$ cat src/rcs_pkg.sv
package rcs_pkg;

  // Table depth and derived index widths
  localparam int MAX_CODES = 256;
  localparam int IDX_W     = $clog2(MAX_CODES);
  localparam int CNT_W     = IDX_W + 1;

  // Draw word layout
  localparam int RAND_W     = 31;
  localparam int RAND_SHIFT = 8;
  localparam int DIV_W      = RAND_W - RAND_SHIFT;
  localparam int STEP_W     = $clog2(DIV_W);

  localparam int CODE_W = 8;

  localparam logic [CNT_W-1:0] COUNT_RESET = CNT_W'(MAX_CODES);

  // Request kinds
  localparam logic REQ_RESTART = 1'b0;
  localparam logic REQ_DRAW    = 1'b1;

  typedef struct packed {
    logic              req_type;
    logic [RAND_W-1:0] rand_value;
  } rcs_in_t;

  typedef struct packed {
    logic [CODE_W-1:0] code;
    logic              exhausted;
  } rcs_out_t;

endpackage

$ cat src/random_code_shuffle_top.sv
// Channel   Handshake                Payload           Direction
// request   start / busy             req (rcs_in_t)    in
// result    done (one-cycle strobe)  rsp (rcs_out_t)   out
// config    cfg_valid / cfg_ready    cfg_data[8:0]     in
//
// A restart fills the code table one entry per cycle up to the clamped count.
// A draw runs a restoring modulo one quotient bit per cycle (23 steps), then
// a read-swap-write on the table (RD_SLOT, RD_LAST, WR_SLOT, WR_LAST); a
// draw with nothing left answers straight from idle.
// Synchronous active-high reset clears the control state; the table itself
// is undefined until a restart writes it. The result strobe cannot be held
// off, and busy stays high until the item's work is done.
module random_code_shuffle_top (
  input  logic                         clk,
  input  logic                         rst,
  input  logic                         start,
  output logic                         busy,
  input  rcs_pkg::rcs_in_t             req,
  output logic                         done,
  output rcs_pkg::rcs_out_t            rsp,
  input  logic                         cfg_valid,
  output logic                         cfg_ready,
  input  logic [rcs_pkg::CNT_W-1:0]    cfg_data
);

  typedef enum logic [2:0] {
    S_IDLE,
    S_FILL,
    S_DIV,
    S_RD_SLOT,
    S_RD_LAST,
    S_WR_SLOT,
    S_WR_LAST
  } state_t;

  state_t                          state;
  logic [rcs_pkg::CNT_W-1:0]       code_count;
  logic [rcs_pkg::CNT_W-1:0]       remaining;
  logic [rcs_pkg::CNT_W-1:0]       fill_cnt;
  logic [rcs_pkg::DIV_W-1:0]       div_word;
  logic [rcs_pkg::CNT_W-1:0]       rem_part;
  logic [rcs_pkg::STEP_W-1:0]      step;
  logic [rcs_pkg::IDX_W-1:0]       slot;
  logic [rcs_pkg::CODE_W-1:0]      dealt;

  logic [rcs_pkg::CODE_W-1:0]      mem [rcs_pkg::MAX_CODES];
  logic [rcs_pkg::CODE_W-1:0]      rd_data;
  logic [rcs_pkg::IDX_W-1:0]       rd_addr;
  logic [rcs_pkg::IDX_W-1:0]       wr_addr;
  logic [rcs_pkg::CODE_W-1:0]      wr_data;
  logic                            wr_en;

  logic                            accept;
  logic [rcs_pkg::CNT_W-1:0]       clamped;
  logic [rcs_pkg::IDX_W-1:0]       last;
  logic [rcs_pkg::CNT_W:0]         shifted;
  logic [rcs_pkg::CNT_W:0]         divisor;

  assign busy      = (state != S_IDLE);
  assign cfg_ready = 1'b1;
  assign accept    = start && !busy;
  assign clamped   = (code_count > rcs_pkg::COUNT_RESET) ? rcs_pkg::COUNT_RESET : code_count;
  assign last      = rcs_pkg::IDX_W'(remaining - 1'b1);

  // Modulo step: shift in the next dividend bit, subtract if it fits
  assign shifted = {rem_part, div_word[rcs_pkg::DIV_W-1]};
  assign divisor = {1'b0, remaining};

  // Table port control
  always_comb begin
    rd_addr = slot;
    wr_addr = slot;
    wr_data = rd_data;
    wr_en   = 1'b0;
    unique case (state)
      S_FILL: begin
        wr_addr = fill_cnt[rcs_pkg::IDX_W-1:0];
        wr_data = rcs_pkg::CODE_W'(fill_cnt[rcs_pkg::IDX_W-1:0]);
        wr_en   = 1'b1;
      end
      S_RD_LAST: begin
        rd_addr = last;
      end
      S_WR_SLOT: begin
        wr_addr = slot;
        wr_data = rd_data;
        wr_en   = 1'b1;
      end
      S_WR_LAST: begin
        wr_addr = last;
        wr_data = dealt;
        wr_en   = 1'b1;
      end
      default: begin
        rd_addr = slot;
      end
    endcase
  end

  // Code table: one write and one registered read per cycle
  always_ff @(posedge clk) begin
    if (wr_en) begin
      mem[wr_addr] <= wr_data;
    end
    rd_data <= mem[rd_addr];
  end

  // Configuration register
  always_ff @(posedge clk) begin
    if (rst) begin
      code_count <= rcs_pkg::COUNT_RESET;
    end else if (cfg_valid && cfg_ready) begin
      code_count <= cfg_data;
    end
  end

  // Sequencer and registered result
  always_ff @(posedge clk) begin
    if (rst) begin
      state     <= S_IDLE;
      remaining <= '0;
      done      <= 1'b0;
    end else begin
      done <= 1'b0;
      unique case (state)
        S_IDLE: begin
          if (accept) begin
            if (req.req_type == rcs_pkg::REQ_RESTART) begin
              remaining <= clamped;
              fill_cnt  <= '0;
              if (clamped != '0) begin
                state <= S_FILL;
              end
            end else if (remaining == '0) begin
              // nothing left to deal
              done          <= 1'b1;
              rsp.code      <= '0;
              rsp.exhausted <= 1'b1;
            end else begin
              div_word <= req.rand_value[rcs_pkg::RAND_W-1:rcs_pkg::RAND_SHIFT];
              rem_part <= '0;
              step     <= '0;
              state    <= S_DIV;
            end
          end
        end
        S_FILL: begin
          fill_cnt <= fill_cnt + 1'b1;
          if (fill_cnt + 1'b1 == remaining) begin
            state <= S_IDLE;
          end
        end
        S_DIV: begin
          if (shifted >= divisor) begin
            rem_part <= rcs_pkg::CNT_W'(shifted - divisor);
          end else begin
            rem_part <= rcs_pkg::CNT_W'(shifted);
          end
          div_word <= div_word << 1;
          step     <= step + 1'b1;
          if (step == rcs_pkg::STEP_W'(rcs_pkg::DIV_W - 1)) begin
            state <= S_RD_SLOT;
          end
        end
        S_RD_SLOT: begin
          state <= S_RD_LAST;
        end
        S_RD_LAST: begin
          dealt <= rd_data;
          state <= S_WR_SLOT;
        end
        S_WR_SLOT: begin
          state <= S_WR_LAST;
        end
        S_WR_LAST: begin
          remaining     <= remaining - 1'b1;
          done          <= 1'b1;
          rsp.code      <= dealt;
          rsp.exhausted <= 1'b0;
          state         <= S_IDLE;
        end
        default: begin
          state <= S_IDLE;
        end
      endcase
    end
  end

  // Slot comes from the final remainder, which is below the live count
  assign slot = rem_part[rcs_pkg::IDX_W-1:0];

  // A result is only ever flagged while the block is idle
  a_done_idle: assert property (@(posedge clk) disable iff (rst) done |-> !busy)
    else $error("result strobe while busy");

  // An exhausted draw deals code zero
  a_exh_code: assert property (@(posedge clk) disable iff (rst)
    (done && rsp.exhausted) |-> (rsp.code == '0))
    else $error("exhausted result with nonzero code");

  // The live count never exceeds the table depth
  a_rem_max: assert property (@(posedge clk) disable iff (rst)
    remaining <= rcs_pkg::COUNT_RESET)
    else $error("remaining count above table depth");

  // A restart produces no result
  a_restart_quiet: assert property (@(posedge clk) disable iff (rst)
    (accept && req.req_type == rcs_pkg::REQ_RESTART) |=> !done)
    else $error("result after restart");

endmodule
$ cat config.mk
export PLATFORM = sky130hd
export DESIGN_NAME = random_code_shuffle_top
export DESIGN_NICKNAME = d
export VERILOG_FILES = /design/src/rcs_pkg.sv /design/src/random_code_shuffle_top.sv
export SDC_FILE = /design/constraint.sdc
export NUM_CORES = 2
export LEC_CHECK = 0
export BUFFER_PORTS_ARGS = -buffer_cell sky130_fd_sc_hd__buf_2
export CAP_MARGIN = 20
export CORE_UTILIZATION = 30
export DETAILED_ROUTE_END_ITERATION = 12
export GPL_TIMING_DRIVEN = 0
export PLACE_DENSITY_LB_ADDON = 0.05
export SKIP_CTS_REPAIR_TIMING = 1
export SLEW_MARGIN = 30
export SYNTH_ARGS = -nofsm -noshare
export SYNTH_HDL_FRONTEND = slang
export SYNTH_SLANG_ARGS = --single-unit
$ cat constraint.sdc
create_clock -name clk -period 10.54 [get_ports clk]
set_input_delay 2.108 -clock clk [delete_from_list [all_inputs] [get_ports clk]]
set_output_delay 2.108 -clock clk [all_outputs]
set_load 0.02 [all_outputs]
==> out/results.ini <==
[status]
status = finished, final reports clean

[worst_setup_path]
cp-end-kind = flip-flop
crit_required_ns = 11.17
cp-start-kind = flip-flop
cp_data_arrival_time_ns = 7.87
cp_max_fo = 10
reg2reg_slack_ns = 3.30
critPathMaxStageDelay_ns = 0.82
path_buf_inv = 6
reg2reg_from = remaining[0]
crit_family = buffers and inverters
critical-path-slowest-cell = buf_1
critical_path_class = reg2reg
crit_chain = clkbuf_1, inv_1, ha_1, clkbuf_1, xnor2_1, nand3_1, nand2_1, buf_2, buf_2, buf_1, nand3_1, nand4_1, nand3_1, nand3_1, nand4_1
worstRegToRegCells = 15
reg2reg_to = rd_data[2]
crit_cells = 15
path_common_cell = nand3_1

[global_route]
grt.overflow.total = 0
grt_max_degree = 62
track_usage_pct = 28.7
grt_pass1_vias = 54600
antenna_found_initial = 45
grt_pass1_wl_um = 542000

[logic_synthesis]
synthAdderAreaFrac_pct = 0.214
synth_compound_area_share_pct = 7.86
synth-async-reset-ratio_pct = 0
synthMuxAreaShare_pct = 3.80
synth-seq-cells = 2141
synth_top_flop_cell = edfxtp_1
yosys.area_share.xor_xnor_pct = 0.298
ys_seq_area_share_pct = 75.1
yosys.area_share.simple_pct = 10.3
synth_edf_count = 2111
synthCells = 5943
syn-mean-instance-area_um2 = 14.3
synth_top_family_by_area = simple AND/OR/NAND/NOR gates
synth_nets = 6002
synthesis.area_um2 = 85200
synth_cell_types = 68
yosys_warnings = 0

[power]
p_leak_nw = 33.0
total_power_mw = 29.6
vdd_ir_drop_max_v = 0.000178
power_per_cell_area_nw_per_um2 = 293

[cells_and_area]
multi_input_area_um2 = 19900
fin_nets = 6414
final_common_cell = edfxtp_1
drive_gt1_share_pct = 17.3
final_cell_mix = edfxtp_1, nand2_1, a21oi_1
fillers = 27200
stdcell_area_um2 = 101000
regArea_um2 = 64000
area_growth_pct = 18.5

[timing]
fin_ws_ns = 3.30
fin_crit_ns = 7.24
skew_ns = 0.0518
timing.final.setup_violations = 0
post-route-period-util_pct = 68.7
relSlewSlack_pct = 23.1
hold_violations = 0
max_freq_mhz = 138
rsz0062_at_grt = false
final_max_slew_viol_count = 0
worst_pin_slew_ns = 1.15

[hold_path]
min_from = rd_data[3]
hold_path_class = reg2reg
min_to = dealt[3]
whs_path_depth = 0

[die]
initial_core_util_pct = 30.2
dieHeight_um = 535
dieArea_um2 = 286000
core_region_area_um2 = 282000
io_pins = 57
rows = 195
die_x_um = 535

[route]
routedWlPerCell_um = 40.7
vias = 57800
antenna_left = 0
drtIter0Drc = 8060
viasPerCell = 5.61
drt_wl_total_um = 419000
dr.pass1.iters = 6
drc = 0

[cts]
clk_latency_ns = 0.97
cts_buffers = 242
cts_max_level = 4
cts_root_buf = clkbuf_16
clkSlewWorstSetupHoldPaths_ns = 0.06
cts_sinks = 2141
cts_tree = done
cts_buffer_depth = 4

[placed_design]
place.gp.congestion = 0.933
place_area_um2 = 93100
io_buffers = 45
dpl.hpwl_um = 299000
post-place-ws_ns = 3.43

[flow_run]
maxCapViolations = 0

==> cell type report <==
type	count	area share, %
Clock inverter	138	1.41
Tap cell	3743	4.64
Inverter	62	0.230
Sequential cell	2141	63.3
Antenna cell	10	0.0248
Multi-Input combinational cell	3320	19.7
Buffer	420	1.99
Timing Repair Buffer	168	2.32
Clock buffer	301	6.32
==> worst reg2reg max path: cells and delay by family, from the launching register on <==
kind                       cells  cell delay [ns]
and+or+nand+nor                7             2.62
buffers and inverters          6             2.89
DFF                            1             0.51
adders and majority gates      1             0.22
xor gates and xnor gates       1             0.72
==> worst max path at each step <==
stage                            start          end  slack, ns
after floorplan                    rst  div_word[0]       4.16
after global placement        state[2]  mem[166][0]      -2.16
after detailed placement  remaining[0]   rd_data[3]       3.43
after CTS                 remaining[0]   rd_data[3]       3.41
after global routing      remaining[0]   rd_data[3]       3.19
final                     remaining[0]   rd_data[2]       3.30
==> sequential cells by signal, summed over array words and instances (netlist names) <==
name,count
state,3
step,5
rsp,9
rd_data,8
fill_cnt,9
code_count,9
done,1
remaining,9
mem,2048
div_word,23
rem_part,9
dealt,8
==> kinds of logic (layout without fill, tap and decap cells) <==
group / count (synthesis) / count (layout)
flops: 2141 / 2141
simple gates: 2093 / 2093
other cells: 1 / 11
compound gates: 985 / 985
xor+xnor: 29 / 29
buf+inv: 482 / 1089
fa+ha+maj: 14 / 14
mux: 198 / 198
==> metrics by stage <==
step	setup TNS [ns]	std cells	utilization [%]	hold WS [ns]
6_report	0	10300	35.8	0.449
5_1_grt	0	10300	35.8	0.457
4_1_cts	0	10300	35.8	0.452
3_5_place_dp	0	9852	33.0	0.439
3_3_place_gp	-3190.53	9731	31.9	0.417
2_1_floorplan	0	5943	-	0.410
==> cell usage after synthesis, drive strengths merged (7+ instances only) <==
cell       n  area (um2)
o22ai     17         106
a21oi    372        1870
nand3b     7        52.6
mux2      23         259
o21ai     18        90.1
a22oi     28         210
o31ai     20         155
a31oi    122         763
a221o     13         130
dfxtp     30         601
nor2     339        1270
buf      202        1010
a211oi    91         683
a32oi     48         428
nand2   1239        4650
nand3    323        1620
inv       62         233
nor4      10        68.8
or3        7        43.8
ha        13         163
mux2i     77         771
a221oi   204        1800
and2       7        43.8
a311oi    12         105
nand4    101         632
nor2b     20         125
and3      14        87.6
mux4      98        2210
nor3       8        40.0
xor2       8        70.1
a222oi    12         120
clkbuf   218         820
edfxtp  2111       63400
xnor2     21         184
==> report_power, final <==
part	switching [mW]	leakage [nW]	total, mW	internal (mW)
clock	3.71	3.79	8.57	4.87
combinational	7.67	9.78	9.74	2.08
sequential	0.0670	19.4	11.2	11.2
==> routing by layer <==
metal  up-vias  routed length (um)  global-route usage, %
met1     30500              173000                   38.5
met5         -                  67                      0
met2      3035              189000                   44.7
li1      23600                   -                      -
met3       665               33900                   5.48
met4        10               23600                   13.9
Note: power is estimated with default switching activity, not from simulation.
